**src/uvs_pkg.sv**
```systemverilog
`default_nettype none

package uvs_pkg;

  // Largest segment count that the tessellator honors.
  localparam int MaxSegments = 256;

  // Depth of the command queue and of the result queue.
  localparam int QueueDepth = 4;
  localparam int QPtrW      = $clog2(QueueDepth);

  // Quotient bits of the texture coordinate divider.
  localparam int DivSteps = 17;
  localparam int DivCntW  = $clog2(DivSteps + 1);

  // Configuration register indexes.
  localparam logic [1:0] REG_COL_SEGS = 2'd0;
  localparam logic [1:0] REG_ROW_SEGS = 2'd1;
  localparam logic [1:0] REG_RADIUS   = 2'd2;

  // Fixed-point constants.
  localparam logic [30:0] Q30_ONE     = 31'h4000_0000;
  localparam logic [30:0] HALF_PI_Q30 = 31'd1686629713;
  localparam logic [29:0] EIGHTH_TURN = 30'h2000_0000;

  typedef enum logic {
    CMD_VERTEX = 1'b0,
    CMD_QUAD   = 1'b1
  } uvs_cmd_t;

  // Effective configuration seen by the back end.
  typedef struct packed {
    logic [8:0]  cols;
    logic [8:0]  rows;
    logic [15:0] radius;
  } uvs_cfg_t;

  // Classified command as it waits in the queue.
  typedef struct packed {
    uvs_cmd_t    cmd;
    logic [8:0]  col;
    logic [8:0]  row;
    logic [16:0] idx;
  } uvs_item_t;

  // Head of the command queue.
  typedef struct packed {
    logic      valid;
    uvs_item_t item;
  } uvs_qhead_t;

  // One result item.
  typedef struct packed {
    logic signed [16:0] pos_x;
    logic signed [16:0] pos_y;
    logic signed [16:0] pos_z;
    logic signed [15:0] norm_x;
    logic signed [15:0] norm_y;
    logic signed [15:0] norm_z;
    logic [16:0]        tex_u;
    logic [16:0]        tex_v;
    logic signed [15:0] tan_x;
    logic signed [15:0] tan_z;
    logic [16:0]        vertex_index;
    logic               last_of_run;
  } uvs_res_t;

  // Back end sequencer states.
  typedef enum logic [4:0] {
    BK_IDLE,
    BK_QUAD,
    BK_DIV,
    BK_SC_MX,
    BK_SC_MX2,
    BK_SC_X2,
    BK_DM,
    BK_DC,
    BK_HM,
    BK_HN,
    BK_SFIN,
    BK_SSTORE,
    BK_CFIN,
    BK_NX,
    BK_NZ,
    BK_PX,
    BK_PY,
    BK_PZ,
    BK_EMIT
  } uvs_bk_state_t;

  // Segment count as used: zero acts as one, large values clamp.
  function automatic logic [8:0] seg_count(input logic [8:0] r);
    logic [8:0] res;
    if (r == 9'd0) begin
      res = 9'd1;
    end else if (r > 9'(MaxSegments)) begin
      res = 9'(MaxSegments);
    end else begin
      res = r;
    end
    return res;
  endfunction

  // Horner divisors: sine terms first, then cosine terms.
  function automatic logic [5:0] coef_div(input logic [2:0] ci);
    logic [5:0] d;
    unique case (ci)
      3'd0:    d = 6'd42;
      3'd1:    d = 6'd20;
      3'd2:    d = 6'd6;
      3'd3:    d = 6'd56;
      3'd4:    d = 6'd30;
      3'd5:    d = 6'd12;
      default: d = 6'd1;
    endcase
    return d;
  endfunction

  // floor(2^32 / divisor) for the reciprocal multiply.
  function automatic logic [29:0] coef_recip(input logic [2:0] ci);
    logic [29:0] m;
    unique case (ci)
      3'd0:    m = 30'd102261126;
      3'd1:    m = 30'd214748364;
      3'd2:    m = 30'd715827882;
      3'd3:    m = 30'd76695844;
      3'd4:    m = 30'd143165576;
      3'd5:    m = 30'd357913941;
      default: m = 30'd0;
    endcase
    return m;
  endfunction

  // Shift right by 30 with rounding half away from zero.
  function automatic logic signed [35:0] rnd30(input logic signed [65:0] v);
    logic [65:0] m;
    logic [65:0] r;
    m = v[65] ? (~66'(v) + 66'd1) : 66'(v);
    r = (m + (66'd1 << 29)) >> 30;
    return v[65] ? -$signed(r[35:0]) : $signed(r[35:0]);
  endfunction

  // Round a Q30 value to Q15 and saturate to 16 bits.
  function automatic logic signed [15:0] sat_q15(input logic signed [31:0] v);
    logic [31:0]        m;
    logic [31:0]        r;
    logic signed [17:0] s;
    logic signed [15:0] res;
    m = v[31] ? (~32'(v) + 32'd1) : 32'(v);
    r = (m + 32'h0000_4000) >> 15;
    s = v[31] ? -$signed({1'b0, r[16:0]}) : $signed({1'b0, r[16:0]});
    if (s > 18'sd32767) begin
      res = 16'sh7fff;
    end else if (s < -18'sd32768) begin
      res = -16'sh8000;
    end else begin
      res = s[15:0];
    end
    return res;
  endfunction

  // Clamp a Q8.8 position to +-65535.
  function automatic logic signed [16:0] clamp_pos(input logic signed [35:0] v);
    logic signed [16:0] res;
    if (v > 36'sd65535) begin
      res = 17'sd65535;
    end else if (v < -36'sd65535) begin
      res = -17'sd65535;
    end else begin
      res = v[16:0];
    end
    return res;
  endfunction

endpackage

`default_nettype wire

```
**src/uvs_front.sv**
```systemverilog
`default_nettype none

module uvs_front
  import uvs_pkg::*;
(
  input  wire logic        clk,
  input  wire logic        rst_n,
  input  wire logic        in_push,
  output logic             in_full,
  input  wire logic        in_command,
  input  wire logic [8:0]  in_col_index,
  input  wire logic [8:0]  in_row_index,
  input  wire logic        cfg_valid,
  output logic             cfg_ready,
  input  wire logic [1:0]  cfg_index,
  input  wire logic [15:0] cfg_data,
  output uvs_cfg_t         cfg,
  output uvs_qhead_t       head,
  input  wire logic        q_pop
);

  logic [8:0]  col_segs_r;
  logic [8:0]  row_segs_r;
  logic [15:0] radius_r;

  uvs_item_t       mem_r [QueueDepth];
  logic [QPtrW-1:0] wr_ptr_r;
  logic [QPtrW-1:0] rd_ptr_r;
  logic [QPtrW:0]   count_r;

  logic       push_ok;
  logic [8:0] col_lim;
  logic [8:0] row_lim;
  logic [8:0] col_c;
  logic [8:0] row_c;
  logic [9:0] cols_p1;
  logic [18:0] prod;
  uvs_item_t  item;

  // Configuration registers; unknown indexes are ignored.
  assign cfg_ready = 1'b1;

  always_ff @(posedge clk) begin
    if (!rst_n) begin
      col_segs_r <= 9'd32;
      row_segs_r <= 9'd16;
      radius_r   <= 16'd256;
    end else if (cfg_valid && cfg_ready) begin
      unique case (cfg_index)
        REG_COL_SEGS: col_segs_r <= cfg_data[8:0];
        REG_ROW_SEGS: row_segs_r <= cfg_data[8:0];
        REG_RADIUS:   radius_r   <= cfg_data;
        default: ;
      endcase
    end
  end

  always_comb begin
    cfg.cols   = seg_count(col_segs_r);
    cfg.rows   = seg_count(row_segs_r);
    cfg.radius = radius_r;
  end

  // Clamp the grid point and form its flat index.
  always_comb begin
    if (uvs_cmd_t'(in_command) == CMD_QUAD) begin
      col_lim = cfg.cols - 9'd1;
      row_lim = cfg.rows - 9'd1;
    end else begin
      col_lim = cfg.cols;
      row_lim = cfg.rows;
    end
    col_c   = (in_col_index > col_lim) ? col_lim : in_col_index;
    row_c   = (in_row_index > row_lim) ? row_lim : in_row_index;
    cols_p1 = {1'b0, cfg.cols} + 10'd1;
    prod    = {10'b0, row_c} * {9'b0, cols_p1};
    item.cmd = uvs_cmd_t'(in_command);
    item.col = col_c;
    item.row = row_c;
    item.idx = prod[16:0] + {8'b0, col_c};
  end

  // Command queue.
  assign in_full = (count_r == (QPtrW + 1)'(QueueDepth));
  assign push_ok = in_push && !in_full;

  always_ff @(posedge clk) begin
    if (!rst_n) begin
      wr_ptr_r <= '0;
      rd_ptr_r <= '0;
      count_r  <= '0;
    end else begin
      if (push_ok) begin
        wr_ptr_r <= wr_ptr_r + QPtrW'(1);
      end
      if (q_pop) begin
        rd_ptr_r <= rd_ptr_r + QPtrW'(1);
      end
      if (push_ok && !q_pop) begin
        count_r <= count_r + (QPtrW + 1)'(1);
      end else if (!push_ok && q_pop) begin
        count_r <= count_r - (QPtrW + 1)'(1);
      end
    end
  end

  always_ff @(posedge clk) begin
    if (push_ok) begin
      mem_r[wr_ptr_r] <= item;
    end
  end

  assign head.valid = (count_r != '0);
  assign head.item  = mem_r[rd_ptr_r];

endmodule

`default_nettype wire

```
**config.mk**
```make
export PLATFORM = sky130hd
export DESIGN_NAME = uvs_front
export DESIGN_NICKNAME = d
export VERILOG_FILES = /design/src/uvs_pkg.sv /design/src/uvs_front.sv
export SDC_FILE = /design/constraint.sdc
export NUM_CORES = 1
export LEC_CHECK = 0
export BUFFER_PORTS_ARGS = -buffer_cell sky130_fd_sc_hd__buf_4
export CELL_PAD_IN_SITES_DETAIL_PLACEMENT = 1
export CELL_PAD_IN_SITES_GLOBAL_PLACEMENT = 1
export CORE_MARGIN = 2
export CORE_UTILIZATION = 44
export DETAILED_ROUTE_END_ITERATION = 8
export HOLD_SLACK_MARGIN = 0.06
export PLACE_DENSITY = 0.78
export SYNTH_ARGS = -nofsm -noshare
export SYNTH_HDL_FRONTEND = slang
export SYNTH_SLANG_ARGS = --single-unit
export TNS_END_PERCENT = 20
```
**constraint.sdc**
```tcl
create_clock -name clk -period 7.8 [get_ports clk]
set_input_delay 0.39 -clock clk [delete_from_list [all_inputs] [get_ports clk]]
set_output_delay 0.39 -clock clk [all_outputs]
set_load 0.05 [all_outputs]
```
==> impl_metrics.py <==
metrics = {
    "status": {
        "status": "finished, final reports clean",
    },
    "detailed_routing": {
        "ant_nets": 0,
        "via_per_inst": 5.30,
        "drt_pass1_iterations": 4,
        "drc": 0,
        "routed_wl_mm": 28.3,
        "wl_per_cell_um": 20.5,
        "drt_iter0_markers": 343,
        "vias": 7323,
    },
    "timing": {
        "setup_viol": 0,
        "drv_slew": 0,
        "max_freq_ghz": 0.132,
        "finalCriticalPeriod_ps": 7590,
        "finalCritPeriodShare": 0.973,
        "whs_ps": 205,
        "clock_skew_ps": 12.0,
        "finalHoldViolations": 0,
        "worst_slew_pin_slew_ps": 1090,
        "slew_headroom": 0.275,
    },
    "die": {
        "start_util": 0.446,
        "die_h_um": 164,
        "ios": 115,
        "num_rows": 58,
        "core_um2": 25100,
        "die_area_um2": 26800,
        "fp.dieW_um": 164,
    },
    "critical_path": {
        "reg2reg_from": "row_segs_r[7]",
        "arrival_ps": 7820,
        "slowest_delay_ps": 540,
        "crit_slowest_cell": "fa_1",
        "rrSetupSlack_ps": 210,
        "critPathLaunchType": "flip-flop",
        "worstPathRequired_ps": 8030,
        "crit_path_frequent_cell": "buf_4",
        "crit_path_end_kind": "flip-flop",
        "path_class": "reg -> reg",
        "cp_max_fo": 7,
        "crit_path_start": "row_segs_r[7]",
    },
    "global_routing": {
        "antenna_found_initial": 0,
        "grt_max_degree": 43,
        "globalRouteOverflowTotal": 0,
        "grt_pass1_wl_mm": 44.5,
        "track_usage": 0.220,
        "grt_pass1_vias": 8077,
    },
    "synth": {
        "synth_ff_type": "edfxtp_1",
        "synth_cell_types": 59,
        "synth-seq-cells": 187,
        "synth_edf_count": 144,
        "async_flop_share": 0,
        "syn_area_um2": 11200,
        "ys_seq_area_frac": 0.463,
        "syn_avg_cell_area_um2": 12.7,
        "syn_inst": 885,
        "yosys_warnings": 0,
    },
    "power_and_ir_drop": {
        "power.switching_fraction": 0.378,
        "power.density_nw_per_um2": 292,
        "peakVddDrop_mv": 0.184,
        "power_w": 0.00394,
        "power.switching_w": 0.00149,
        "pwr-share-clk": 0.213,
        "p_leak_nw": 5.64,
        "pwr-share-seq": 0.360,
        "internal_power_w": 0.00245,
        "combPwrFrac": 0.428,
    },
    "cells_and_area": {
        "nets": 1216,
        "n_antenna_cell": 0,
        "stdcell_count": 1383,
        "area_growth_pct": 20.5,
        "drive_gt1_frac": 0.276,
    },
    "min_path": {
        "hold_path_class": "in -> reg",
        "hold_start": "cfg_data[10]",
    },
    "clock_tree": {
        "cts_tree": "built",
        "cts_root_buffer": "clkbuf_16",
        "htreeDepth": 4,
        "cts.sinks": 187,
        "clk_pin_slew_ps": 80,
        "cts_hold_buf": 0,
        "clk_latency_ps": 440,
        "clock_path_buffers": 2,
        "numCtsBuffers": 17,
    },
    "placement": {
        "io_buffers": 113,
        "dp_hpwl_mm": 20.2,
        "dpl.cell_count": 1334,
        "gp_congestion": 0.884,
    },
    "flow_run": {
        "drv_cap": 0,
    },
}
[sequential cells by signal, summed over array words and instances, names as in the netlist, named ones only]
signal,cells
row_segs_r,9
mem_r,144
count_r,3
rd_ptr_r,2
wr_ptr_r,2
radius_r,16
col_segs_r,9
[cells by family after synthesis]
| logic type | synth area share |
|---|---|
| compound gates | 0.0508 |
| xor+xnor | 0.0328 |
| fa+ha+maj | 0.191 |
| buf+inv | 0.0444 |
| flops | 0.463 |
| mux | 0.118 |
| other cells | 0.000670 |
| simple gates | 0.0999 |
[layout by cell type, fill, tap and decap left out, types with 8 or more instances in the layout]
| cell type | n |
|---|---|
| nand2_1 | 75 |
| xor2_1 | 13 |
| conb_1 | 8 |
| mux2i_1 | 30 |
| xnor2_1 | 23 |
| nor2_1 | 52 |
| edfxtp_1 | 144 |
| mux4_2 | 36 |
| fa_1 | 61 |
| a21boi_0 | 16 |
| and2_1 | 16 |
| clkbuf_16 | 17 |
| a21oi_1 | 12 |
| nand2b_1 | 8 |
| ha_1 | 69 |
| inv_1 | 89 |
| o21a_1 | 8 |
| nor2b_1 | 34 |
| buf_4 | 161 |
| dfxtp_1 | 39 |
[layer usage]
metal	GRT usage	up-vias	wire length, um
met5	0	-	0
met1	0.283	3743	12300
met3	0.0399	22	1180
met4	0.0470	0	272
li1	-	3387	-
met2	0.387	171	14600
[per-stage QoR]
stage / cell area (um^2) / util / setup WS [ps] / setup TNS (ps)
3_5_place_dp: 12600 / 0.504 / -143 / -1710
2_1_floorplan: 11300 / - / 8.42 / 0
6_report: 13500 / 0.538 / 210 / 0
4_1_cts: 13300 / 0.530 / -25.6 / -148
5_1_grt: 13500 / 0.538 / -125 / -1670
3_3_place_gp: 12600 / 0.504 / 199 / 0
[Yosys cell counts (all sizes together), types with 3 or more instances]
library cell,count,area share
edfxtp,144,0.39
o21a,8,0.0054
or2,4,0.0022
ha,72,0.080
mux2,8,0.0094
mux2i,35,0.036
nand2,78,0.026
xnor2,29,0.023
a21oi,14,0.0063
xor2,13,0.010
or3,5,0.0028
clkbuf,23,0.0077
nand2b,8,0.0045
nor2b,34,0.019
mux4,36,0.072
nor3,5,0.0022
buf,10,0.0049
and2,18,0.010
a211oi,3,0.0020
nand4,5,0.0028
nor3b,4,0.0027
fa,62,0.11
o21bai,4,0.0027
nand3,5,0.0022
nor4,4,0.0033
inv,94,0.031
dfxtp,43,0.077
o21ai,14,0.0063
a21boi,16,0.011
nor2,54,0.018
a31oi,4,0.0028
a21o,7,0.0047
[power by group through the flow]
stage	Sequential (W)	Combinational, W	Clock [W]
final	0.00142	0.00168	0.000837
after global routing	0.00143	0.00183	0.000891
after CTS	0.00142	0.00161	0.000856
after detailed placement	0.00144	0.00154	0
after global placement	0.00143	0.00148	0
after floorplan	0.00143	0.00110	0
[cell type report]
class / count / area [um^2]
well taps: 330 / 413
clock inverters: 14 / 126
fillers: 2559 / 11600
flip-flops and latches: 187 / 5190
clock buffers: 18 / 439
multi-input cells: 576 / 5740
inverters: 95 / 357
repair buffers: 163 / 1240
[path summary, 6_finish.rpt]
check                 endpoint  cells past startpoint
setup reg to reg  mem_r[0][10]                     34
hold / removal    radius_r[10]                      3
hold reg to reg    radius_r[9]                      2
setup / recovery  mem_r[0][10]                     34
[repair_timing]
item | 4_1_cts | 5_1_grt
resized for setup | 9 | 31
buffers inserted | 7 | 10
endpoints found under the setup margin | 20 | 32
hold endpoints to repair | 0 | 0
pin swaps | 5 | 14
[critical path, delay by kind of cell (launching register included)]
| family | cells | cell delay (ps) |
|---|---|---|
| DFF | 1 | 340 |
| AOI/OAI and AO/OA | 6 | 1120 |
| xor gates and xnor gates | 1 | 160 |
| buffers and inverters | 11 | 1250 |
| adders and majority gates | 8 | 3180 |
| muxes | 1 | 250 |
| and+or+nand+nor | 7 | 1090 |
Power figures use the tool's default switching activity.
